## src/rtl/mhpq_pkg.sv

```systemverilog
// shared types and codes for the max-heap priority queue
`default_nettype none

package mhpq_pkg;

    // operation codes carried in s_tuser
    localparam logic OP_INSERT  = 1'b0;
    localparam logic OP_EXTRACT = 1'b1;

    // result status codes carried in m_tuser
    typedef enum logic [1:0] {
        STAT_INSERTED  = 2'd0,
        STAT_EXTRACTED = 2'd1,
        STAT_EMPTY     = 2'd2,
        STAT_FULL      = 2'd3
    } status_t;

    // one heap entry: priority in the upper half, payload tag in the lower half
    localparam int ENTRY_W = 32;
    localparam int PRIO_W  = 16;
    localparam int TAG_W   = 16;
    localparam int COUNT_W = 7;

    // controller states
    typedef enum logic [3:0] {
        ST_IDLE,
        ST_DISPATCH,
        ST_EX_LAST,
        ST_EX_WRITE,
        ST_RB_START,
        ST_SD_POS,
        ST_SD_LOAD,
        ST_SD_CMPL,
        ST_SD_CMPR,
        ST_SD_WRPOS,
        ST_SD_WRBIG,
        ST_SD_NEXT,
        ST_OUT
    } ctrl_state_t;

    // datapath commands
    typedef enum logic [4:0] {
        DP_NOP,
        DP_CAPTURE,
        DP_REJECT_EMPTY,
        DP_REJECT_FULL,
        DP_INS_WRITE,
        DP_EX_RD_ROOT,
        DP_EX_RD_LAST,
        DP_EX_WR_ROOT,
        DP_RB_START,
        DP_SD_RD_POS,
        DP_SD_LOAD,
        DP_SD_CMP_L,
        DP_SD_CMP_R,
        DP_SD_WR_POS,
        DP_SD_WR_BIG,
        DP_SD_NEXT,
        DP_OUT
    } dp_op_t;

    // datapath status toward the controller
    typedef struct packed {
        logic is_extract;
        logic full;
        logic empty;
        logic below_two;
        logic l_ok;
        logic r_ok;
        logic lb_ok;
        logic swap;
        logic i_zero;
        logic out_busy;
    } dp_stat_t;

endpackage

`default_nettype wire

```

## src/rtl/mhpq_ram.sv

```systemverilog
// generic single-write, single-read ram with registered read data
`default_nettype none

module mhpq_ram #(
    parameter int WIDTH = 32,
    parameter int DEPTH = 64
) (
    input  wire logic                     clk,
    input  wire logic                     we,
    input  wire logic [$clog2(DEPTH)-1:0] waddr,
    input  wire logic [WIDTH-1:0]         wdata,
    input  wire logic [$clog2(DEPTH)-1:0] raddr,
    output logic      [WIDTH-1:0]         rdata
);

    logic [WIDTH-1:0] mem_reg [DEPTH];
    logic [WIDTH-1:0] rdata_reg;

    // write port
    always_ff @(posedge clk)
    begin
        if (we)
        begin
            mem_reg[waddr] <= wdata;
        end
    end

    // registered read port
    always_ff @(posedge clk)
    begin
        rdata_reg <= mem_reg[raddr];
    end

    assign rdata = rdata_reg;

endmodule

`default_nettype wire

```

## src/rtl/mhpq_ctrl.sv

```systemverilog
// controller state machine sequencing insert, extract and the heap rebuild
`default_nettype none

module mhpq_ctrl
    import mhpq_pkg::*;
(
    input  wire logic     clk,
    input  wire logic     rst_n,
    input  wire logic     in_valid,
    output logic          in_ready,
    input  wire dp_stat_t stat,
    output dp_op_t        cmd
);

    ctrl_state_t state_reg, state_next;

    // state register
    always_ff @(posedge clk or negedge rst_n)
    begin
        if (!rst_n)
        begin
            state_reg <= ST_IDLE;
        end
        else
        begin
            state_reg <= state_next;
        end
    end

    // next state and datapath command
    always_comb
    begin
        state_next = state_reg;
        cmd        = DP_NOP;
        in_ready   = 1'b0;
        unique case (state_reg)
            ST_IDLE:
            begin
                in_ready = 1'b1;
                if (in_valid)
                begin
                    cmd        = DP_CAPTURE;
                    state_next = ST_DISPATCH;
                end
            end
            ST_DISPATCH:
            begin
                if (stat.is_extract)
                begin
                    if (stat.empty)
                    begin
                        cmd        = DP_REJECT_EMPTY;
                        state_next = ST_OUT;
                    end
                    else
                    begin
                        cmd        = DP_EX_RD_ROOT;
                        state_next = ST_EX_LAST;
                    end
                end
                else if (stat.full)
                begin
                    cmd        = DP_REJECT_FULL;
                    state_next = ST_OUT;
                end
                else
                begin
                    cmd        = DP_INS_WRITE;
                    state_next = ST_RB_START;
                end
            end
            ST_EX_LAST:
            begin
                cmd        = DP_EX_RD_LAST;
                state_next = ST_EX_WRITE;
            end
            ST_EX_WRITE:
            begin
                cmd        = DP_EX_WR_ROOT;
                state_next = ST_RB_START;
            end
            ST_RB_START:
            begin
                cmd        = DP_RB_START;
                state_next = stat.below_two ? ST_OUT : ST_SD_POS;
            end
            ST_SD_POS:
            begin
                cmd        = DP_SD_RD_POS;
                state_next = ST_SD_LOAD;
            end
            ST_SD_LOAD:
            begin
                cmd        = DP_SD_LOAD;
                state_next = stat.l_ok ? ST_SD_CMPL : ST_SD_NEXT;
            end
            ST_SD_CMPL:
            begin
                cmd        = DP_SD_CMP_L;
                state_next = stat.r_ok ? ST_SD_CMPR : ST_SD_WRPOS;
            end
            ST_SD_CMPR:
            begin
                cmd        = DP_SD_CMP_R;
                state_next = ST_SD_WRPOS;
            end
            ST_SD_WRPOS:
            begin
                if (stat.swap)
                begin
                    cmd        = DP_SD_WR_POS;
                    state_next = ST_SD_WRBIG;
                end
                else
                begin
                    state_next = ST_SD_NEXT;
                end
            end
            ST_SD_WRBIG:
            begin
                cmd        = DP_SD_WR_BIG;
                state_next = stat.lb_ok ? ST_SD_CMPL : ST_SD_NEXT;
            end
            ST_SD_NEXT:
            begin
                if (stat.i_zero)
                begin
                    state_next = ST_OUT;
                end
                else
                begin
                    cmd        = DP_SD_NEXT;
                    state_next = ST_SD_POS;
                end
            end
            ST_OUT:
            begin
                if (!stat.out_busy)
                begin
                    cmd        = DP_OUT;
                    state_next = ST_IDLE;
                end
            end
            default:
            begin
                state_next = ST_IDLE;
            end
        endcase
    end

endmodule

`default_nettype wire

```

## src/rtl/mhpq_dp.sv

```systemverilog
// datapath: heap memory, count, sift-down registers and output register
`default_nettype none

module mhpq_dp
    import mhpq_pkg::*;
#(
    parameter int CAPACITY = 64
) (
    input  wire logic                 clk,
    input  wire logic                 rst_n,
    input  wire dp_op_t               cmd,
    output dp_stat_t                  stat,
    input  wire logic                 in_op,
    input  wire logic [PRIO_W-1:0]    in_prio,
    input  wire logic [TAG_W-1:0]     in_payload,
    output logic                      out_valid,
    input  wire logic                 out_ready,
    output logic [1:0]                out_status,
    output logic [PRIO_W-1:0]         out_prio,
    output logic [TAG_W-1:0]          out_payload,
    output logic [COUNT_W-1:0]        out_count
);

    localparam int AW = $clog2(CAPACITY);
    localparam int CW = $clog2(CAPACITY + 1);
    localparam int XW = AW + 2;

    // request capture
    logic                op_reg;
    logic [PRIO_W-1:0]   in_prio_reg;
    logic [TAG_W-1:0]    in_payload_reg;

    // heap control and sift registers
    logic [CW-1:0]       count_reg, count_next;
    logic [AW-1:0]       i_reg, i_next;
    logic [AW-1:0]       pos_reg, pos_next;
    logic [AW-1:0]       bidx_reg, bidx_next;
    logic [ENTRY_W-1:0]  cur_reg, cur_next;
    logic [ENTRY_W-1:0]  big_reg, big_next;
    logic [ENTRY_W-1:0]  root_reg, root_next;
    status_t             res_reg, res_next;

    // output register
    logic                out_valid_reg, out_valid_next;
    logic [1:0]          out_status_reg;
    logic [PRIO_W-1:0]   out_prio_reg;
    logic [TAG_W-1:0]    out_payload_reg;
    logic [COUNT_W-1:0]  out_count_reg;

    // memory ports
    logic                we;
    logic [AW-1:0]       waddr;
    logic [ENTRY_W-1:0]  wdata;
    logic [AW-1:0]       raddr;
    logic [ENTRY_W-1:0]  rdata;

    // index arithmetic
    logic [CW-1:0]       cnt_m1;
    logic [CW-1:0]       cnt_half;
    logic [XW-1:0]       n_ext;
    logic [XW-1:0]       lx;
    logic [XW-1:0]       rx;
    logic [XW-1:0]       lbx;
    logic [CW+COUNT_W-1:0] cnt_wide;
    logic                big_lt_rd;

    mhpq_ram #(
        .WIDTH (ENTRY_W),
        .DEPTH (CAPACITY)
    ) u_ram (
        .clk   (clk),
        .we    (we),
        .waddr (waddr),
        .wdata (wdata),
        .raddr (raddr),
        .rdata (rdata)
    );

    assign cnt_m1    = count_reg - 1'b1;
    assign cnt_half  = cnt_m1 >> 1;
    assign n_ext     = {{(XW-CW){1'b0}}, count_reg};
    assign lx        = {1'b0, pos_reg, 1'b1};
    assign rx        = lx + 1'b1;
    assign lbx       = {1'b0, bidx_reg, 1'b1};
    assign cnt_wide  = {{COUNT_W{1'b0}}, count_reg};
    assign big_lt_rd = $signed(big_reg[ENTRY_W-1 -: PRIO_W])
                       < $signed(rdata[ENTRY_W-1 -: PRIO_W]);

    // status toward the controller
    always_comb
    begin
        stat.is_extract = (op_reg == OP_EXTRACT);
        stat.full       = (count_reg == CW'(CAPACITY));
        stat.empty      = (count_reg == '0);
        stat.below_two  = (count_reg < CW'(2));
        stat.l_ok       = (lx < n_ext);
        stat.r_ok       = (rx < n_ext);
        stat.lb_ok      = (lbx < n_ext);
        stat.swap       = (bidx_reg != pos_reg);
        stat.i_zero     = (i_reg == '0);
        stat.out_busy   = out_valid_reg && !out_ready;
    end

    // command decode
    always_comb
    begin
        count_next     = count_reg;
        i_next         = i_reg;
        pos_next       = pos_reg;
        bidx_next      = bidx_reg;
        cur_next       = cur_reg;
        big_next       = big_reg;
        root_next      = root_reg;
        res_next       = res_reg;
        we             = 1'b0;
        waddr          = pos_reg;
        wdata          = big_reg;
        raddr          = pos_reg;
        unique case (cmd)
            DP_NOP, DP_CAPTURE, DP_OUT:
            begin
            end
            DP_REJECT_EMPTY:
            begin
                res_next = STAT_EMPTY;
            end
            DP_REJECT_FULL:
            begin
                res_next = STAT_FULL;
            end
            DP_INS_WRITE:
            begin
                we         = 1'b1;
                waddr      = count_reg[AW-1:0];
                wdata      = {in_prio_reg, in_payload_reg};
                count_next = count_reg + 1'b1;
                res_next   = STAT_INSERTED;
            end
            DP_EX_RD_ROOT:
            begin
                raddr = '0;
            end
            DP_EX_RD_LAST:
            begin
                root_next = rdata;
                raddr     = cnt_m1[AW-1:0];
                res_next  = STAT_EXTRACTED;
            end
            DP_EX_WR_ROOT:
            begin
                // last entry moves to the root
                we         = 1'b1;
                waddr      = '0;
                wdata      = rdata;
                count_next = cnt_m1;
            end
            DP_RB_START:
            begin
                i_next   = cnt_half[AW-1:0];
                pos_next = cnt_half[AW-1:0];
            end
            DP_SD_RD_POS:
            begin
                raddr = pos_reg;
            end
            DP_SD_LOAD:
            begin
                cur_next  = rdata;
                big_next  = rdata;
                bidx_next = pos_reg;
                raddr     = lx[AW-1:0];
            end
            DP_SD_CMP_L:
            begin
                if (big_lt_rd)
                begin
                    big_next  = rdata;
                    bidx_next = lx[AW-1:0];
                end
                raddr = rx[AW-1:0];
            end
            DP_SD_CMP_R:
            begin
                if (big_lt_rd)
                begin
                    big_next  = rdata;
                    bidx_next = rx[AW-1:0];
                end
            end
            DP_SD_WR_POS:
            begin
                we    = 1'b1;
                waddr = pos_reg;
                wdata = big_reg;
            end
            DP_SD_WR_BIG:
            begin
                // sifted entry lands at the child, continue one level down
                we        = 1'b1;
                waddr     = bidx_reg;
                wdata     = cur_reg;
                pos_next  = bidx_reg;
                big_next  = cur_reg;
                raddr     = lbx[AW-1:0];
            end
            DP_SD_NEXT:
            begin
                i_next   = i_reg - 1'b1;
                pos_next = i_reg - 1'b1;
            end
            default:
            begin
            end
        endcase
    end

    // output handshake
    always_comb
    begin
        out_valid_next = out_valid_reg;
        if (out_valid_reg && out_ready)
        begin
            out_valid_next = 1'b0;
        end
        if (cmd == DP_OUT)
        begin
            out_valid_next = 1'b1;
        end
    end

    // control registers
    always_ff @(posedge clk or negedge rst_n)
    begin
        if (!rst_n)
        begin
            count_reg     <= '0;
            out_valid_reg <= 1'b0;
        end
        else
        begin
            count_reg     <= count_next;
            out_valid_reg <= out_valid_next;
        end
    end

    // payload registers
    always_ff @(posedge clk)
    begin
        if (cmd == DP_CAPTURE)
        begin
            op_reg         <= in_op;
            in_prio_reg    <= in_prio;
            in_payload_reg <= in_payload;
        end
        i_reg    <= i_next;
        pos_reg  <= pos_next;
        bidx_reg <= bidx_next;
        cur_reg  <= cur_next;
        big_reg  <= big_next;
        root_reg <= root_next;
        res_reg  <= res_next;
        if (cmd == DP_OUT)
        begin
            out_status_reg <= res_reg;
            out_count_reg  <= cnt_wide[COUNT_W-1:0];
            if (res_reg == STAT_EXTRACTED)
            begin
                out_prio_reg    <= root_reg[ENTRY_W-1 -: PRIO_W];
                out_payload_reg <= root_reg[TAG_W-1:0];
            end
            else
            begin
                out_prio_reg    <= '0;
                out_payload_reg <= '0;
            end
        end
    end

    assign out_valid   = out_valid_reg;
    assign out_status  = out_status_reg;
    assign out_prio    = out_prio_reg;
    assign out_payload = out_payload_reg;
    assign out_count   = out_count_reg;

`ifndef SYNTH
    a_count_bound: assert property (@(posedge clk) disable iff (!rst_n)
        count_reg <= CW'(CAPACITY))
        else $error("entry count above capacity");
    a_no_full_insert: assert property (@(posedge clk) disable iff (!rst_n)
        (cmd == DP_INS_WRITE) |-> (count_reg != CW'(CAPACITY)))
        else $error("insert write on a full heap");
    a_no_empty_extract: assert property (@(posedge clk) disable iff (!rst_n)
        (cmd == DP_EX_RD_ROOT) |-> (count_reg != '0))
        else $error("extract on an empty heap");
    a_no_result_overrun: assert property (@(posedge clk) disable iff (!rst_n)
        (cmd == DP_OUT) |-> !(out_valid_reg && !out_ready))
        else $error("result overwritten before it was taken");
    a_insert_grows: assert property (@(posedge clk) disable iff (!rst_n)
        (cmd == DP_INS_WRITE) |=> (count_reg == $past(count_reg) + 1'b1))
        else $error("insert did not grow the count");
`endif

endmodule

`default_nettype wire

```

## src/rtl/max_heap_priority_queue.sv

```systemverilog
// top level of the binary max-heap priority queue
//
// One request enters on the s_ channel: s_tuser is the operation (insert or
// extract), s_tdata carries the priority and payload tag of an insert.
// Every request yields exactly one result on the m_ channel: m_tuser is the
// status (inserted, extracted, extract on empty, insert on full dropped),
// m_tdata the extracted entry and the count held afterwards.
// Requests are handled one at a time. After each insert or extract the heap
// is rebuilt bottom-up by sift-down at every parent position, through one
// single-port-read heap memory: each position is read and compared with its
// children, and the entry moves down one level per swap until no child is
// larger; rejected requests and heaps below two entries skip the rebuild.
// s_tready is high only while no request is in work. A finished result sits
// in an output register; the next request is accepted while it waits, and
// that request's result is held back until m_tready takes the first one.
// Reset clears the count and the output valid; heap contents need no clear.
`default_nettype none

module max_heap_priority_queue
    import mhpq_pkg::*;
#(
    parameter int CAPACITY = 64
) (
    input  wire logic        clk,
    input  wire logic        rst_n,
    input  wire logic        s_tvalid,
    output logic             s_tready,
    input  wire logic [31:0] s_tdata,   // priority_req [15:0], payload [31:16]
    input  wire logic [0:0]  s_tuser,   // op [0]
    output logic             m_tvalid,
    input  wire logic        m_tready,
    output logic [39:0]      m_tdata,   // out_priority [15:0], out_payload [31:16],
                                        // count [38:32], zero [39]
    output logic [1:0]       m_tuser    // status [1:0]
);

    dp_op_t             cmd;
    dp_stat_t           stat;
    logic [1:0]         out_status;
    logic [PRIO_W-1:0]  out_prio;
    logic [TAG_W-1:0]   out_payload;
    logic [COUNT_W-1:0] out_count;

    // controller
    mhpq_ctrl u_ctrl (
        .clk      (clk),
        .rst_n    (rst_n),
        .in_valid (s_tvalid),
        .in_ready (s_tready),
        .stat     (stat),
        .cmd      (cmd)
    );

    // datapath
    mhpq_dp #(
        .CAPACITY (CAPACITY)
    ) u_dp (
        .clk         (clk),
        .rst_n       (rst_n),
        .cmd         (cmd),
        .stat        (stat),
        .in_op       (s_tuser[0]),
        .in_prio     (s_tdata[15:0]),
        .in_payload  (s_tdata[31:16]),
        .out_valid   (m_tvalid),
        .out_ready   (m_tready),
        .out_status  (out_status),
        .out_prio    (out_prio),
        .out_payload (out_payload),
        .out_count   (out_count)
    );

    // result packing
    assign m_tdata = {1'b0, out_count, out_payload, out_prio};
    assign m_tuser = out_status;

endmodule

`default_nettype wire

```

## config.mk

```make
export PLATFORM = sky130hd
export DESIGN_NAME = max_heap_priority_queue
export DESIGN_NICKNAME = d
export VERILOG_FILES = /design/src/rtl/mhpq_pkg.sv /design/src/rtl/mhpq_ram.sv /design/src/rtl/mhpq_ctrl.sv /design/src/rtl/mhpq_dp.sv /design/src/rtl/max_heap_priority_queue.sv
export SDC_FILE = /design/constraint.sdc
export NUM_CORES = 2
export LEC_CHECK = 0
export BUFFER_PORTS_ARGS = -buffer_cell sky130_fd_sc_hd__buf_2
export CAP_MARGIN = 0
export CORE_MARGIN = 4
export CORE_UTILIZATION = 60
export DETAILED_ROUTE_END_ITERATION = 8
export GPL_ROUTABILITY_DRIVEN = 1
export PLACE_DENSITY_LB_ADDON = 0.1
export SYNTH_ARGS = -nofsm -noshare
export SYNTH_HDL_FRONTEND = slang
export SYNTH_HIERARCHICAL = 1
export SYNTH_SLANG_ARGS = --single-unit
```

## constraint.sdc

```tcl
create_clock -name clk -period 8.3 [get_ports clk]
set_clock_uncertainty 0.05 [all_clocks]
set_input_delay 1.66 -clock clk [delete_from_list [all_inputs] [get_ports clk]]
set_output_delay 1.66 -clock clk [all_outputs]
set_load 0.005 [all_outputs]
```

==> results.sh <==
export IMPL_worstHoldPathCells=0
export IMPL_die_x_um=391.8
export IMPL_yosys_cell_types_count=68
export IMPL_viasPerCell=6.728
export IMPL_largest_reg_flops=2048
export IMPL_max_slew_worst_pin_slew_ns=1.242
export IMPL_max_stage_delay_ns=1.04
export IMPL_synthArstFlopShare_pct=0.5259
export IMPL_rr_worst_depth=16
export IMPL_drc=0
export IMPL_required_ns=8.75
export IMPL_die_h_um=391.8
export IMPL_gr_usage_all_layers_pct=29.01
export IMPL_synth_edf_count=2238
export IMPL_post_drt_wl_per_cell_um=33.71
export IMPL_critPathArrivalTime_ns=7.73
export IMPL_h_tree_depth=4
export IMPL_nets=4420
export IMPL_status="complete, no violations"
export IMPL_hold_viol_final=0
export IMPL_synthToLayoutAreaGrowth_pct=12.10
export IMPL_io_pins=81
export IMPL_hold_buffers=0
export IMPL_first_iter_violations=5581
export IMPL_grt_setup_unrepaired="no"
export IMPL_ant_nets=0
export IMPL_grt_pass1_wl_um=313500
export IMPL_num_vias=43430
export IMPL_period_needed_ns=7.281
export IMPL_clockRootBuffer="clkbuf_16"
export IMPL_crit_fanout=34
export IMPL_wl_um=217600
export IMPL_syn_mean_instance_area_sq_um=21.53
export IMPL_setup_viol=0
export IMPL_slew_viol_final=0
export IMPL_crit_cells=16
export IMPL_synth_seq_cells=2282
export IMPL_drive_gt1_share_pct=27.31
export IMPL_antenna_found_initial=7
export IMPL_port_buffers=79
export IMPL_dr_pass1_iters=6
export IMPL_core_area_sq_um=146100
export IMPL_seq_area_sq_um=68150
export IMPL_nFillCells=9163
export IMPL_syn_cell_area_sq_um=88380
export IMPL_worst_setup_path_end_kind="flip-flop"
export IMPL_synth_cells=4104
export IMPL_cp_top_family="simple AND/OR/NAND/NOR gates"
export IMPL_clock_latency_ns=0.83
export IMPL_seq_area_frac_synth_pct=77.11
export IMPL_worst_path_buf_inv=4
export IMPL_multiInputGateArea_sq_um=19640
export IMPL_ctsResizeCount=0
export IMPL_grt_overflow=0
export IMPL_syn_nets=4179
export IMPL_hold_class="flip-flop to flip-flop"
export IMPL_first_global_vias=43060
export IMPL_cts_tree="done"
export IMPL_path_clk_slew_ns=0.07
export IMPL_cts_max_path_buffers=3
export IMPL_row_count=140
export IMPL_die_area_sq_um=153500
export IMPL_relSlewSlack_pct=17.20
export IMPL_fmax_ghz=0.1373
export IMPL_cts_buffers=220
export IMPL_cts_setup_buffers=0
export IMPL_critical_path_class="flip-flop to flip-flop"
export IMPL_synthFlopType="edfxtp_1"
export IMPL_worstSetupStartpointType="flip-flop"
export IMPL_ys_warnings_count=6
export IMPL_clkSinkCount=2282
export IMPL_place_gp_congestion=0.8838
export IMPL_cap_violations=0
export IMPL_finalCritPeriodShare_pct=87.73
export IMPL_fin_tns_setup_ns=0
export IMPL_initial_core_util_pct=60.49
export IMPL_crit_chain="inv_1, ha_1, and4_1, mux2_2, nor2_1, nor3_1, a211oi_2, nand2b_1, nor4_4, buf_4, a222oi_1, inv_1, nor2b_1, nand3_1, nor2_4, buf_4"
export IMPL_hpwl_um=130100
export IMPL_cp_slowest_cell="nor2_4"
export IMPL_grt_max_degree=66
==> cells in the mapped netlist (18+ instances only) <==
cell      instances  area [sq um]
clkbuf_1        100         375.4
nand2b_1         18         112.6
nand2_1          95         356.6
a22o_1           18         157.7
nor2_1          155         581.8
mux2_2           19         214.0
buf_1            23         86.33
a22oi_1          32         240.2
nand3_1          31         155.2
buf_4            28         210.2
mux2i_1         101          1011
o22ai_1          91         569.3
o221ai_1         33         289.0
ha_1             38         475.5
dfxtp_1          32         640.6
buf_2            71         355.3
mux4_2          544         12250
a221o_1          24         240.2
a21oi_1          86         430.4
and2_1           37         231.5
nor2b_1          26         162.7
edfxtp_1       2238         67200
nor3_1           18         90.09
o21ai_0          45         225.2
inv_1            38         142.6
==> area by class of cell <==
cell class	count	share of cell area, %
Inverter	39	0.1553
Timing Repair Buffer	251	1.892
Multi-Input combinational cell	1551	19.82
Clock inverter	133	1.058
Antenna cell	5	0.01263
Sequential cell	2282	68.78
Clock buffer	277	5.855
Tap cell	1917	2.421
==> per-layer routing <==
metal	vias up	global-route usage, %	part of all wire, %
met3	367	6.278	10
met5	-	0	0.0055
met1	23060	42.46	39
li1	17730	-	-
met2	2270	44.29	47
met4	2	10.24	3.7
==> through the flow <==
stage	hold slack, ns	utilization [%]	area [sq um]	setup WS, ns	std cells
detailed placement	0.3805	63.12	92210	1.110	6040
CTS	0.3920	67.81	99060	1.112	6450
floorplan	0.3680	-	88380	1.706	4104
finish	0.3866	67.82	99070	1.019	6455
global route	0.4045	67.81	99060	0.6555	6450
global placement	0.3729	63.12	92210	1.107	6040
==> final timing paths <==
path / start / endpoint / slack [ns]
max: u_dp/count_reg[0] / u_dp/u_ram/mem_reg[35][31] / 1.02
min: u_dp/res_reg[0] / u_dp/out_status[0] / 0.39
max reg2reg: u_dp/count_reg[0] / u_dp/u_ram/mem_reg[35][31] / 1.02
min reg2reg: u_dp/res_reg[0] / u_dp/out_status[0] / 0.39
max in group asynchronous: rst_n / u_dp/count_reg[2] / 7.30
min in group asynchronous: rst_n / u_dp/count_reg[0] / 0.66
==> kinds of logic after synthesis <==
kind of cell / share of synthesized area [%]
flip-flops: 77.11
multiplexers: 15.27
adder cells (fa/ha/maj): 0.5380
XOR/XNOR: 0.2775
AO/OA/AOI/OAI: 2.919
AND/OR/NAND/NOR: 2.431
buffers and inverters: 1.455
other: 0.004243
==> worst reg2reg max path: stages (launching register included) <==
cell      delay, ns
dfrtp_1        0.51
inv_1          0.19
ha_1           0.25
and4_1         0.16
mux2_2         0.29
nor2_1         0.09
nor3_1         0.06
a211oi_2       0.87
nand2b_1       0.37
nor4_4         0.54
buf_4          0.51
a222oi_1       0.20
inv_1          0.33
nor2b_1        0.23
nand3_1        0.87
nor2_4         1.05
buf_4          0.40
==> layout by cell type (no fill, tap or decap), types with 37 or more instances in the layout <==
| master | synthesis | final |
|---|---|---|
| nor2_1 | 155 | 91 |
| o21ai_0 | 45 | 43 |
| edfxtp_1 | 2238 | 2238 |
| clkinv_1 | 0 | 59 |
| clkbuf_1 | 100 | 50 |
| ha_1 | 38 | 38 |
| clkinv_2 | 0 | 45 |
| nor2_4 | 2 | 66 |
| buf_2 | 71 | 79 |
| inv_1 | 38 | 37 |
| o22ai_1 | 91 | 91 |
| and2_1 | 37 | 37 |
| mux2i_1 | 101 | 101 |
| nand2_1 | 95 | 95 |
| clkbuf_16 | 0 | 221 |
| buf_4 | 28 | 157 |
| mux4_2 | 544 | 544 |
| a21oi_1 | 86 | 86 |
Power is not shown: default switching activity piles up to over one toggle a cycle in this logic, so the estimate is an artifact.
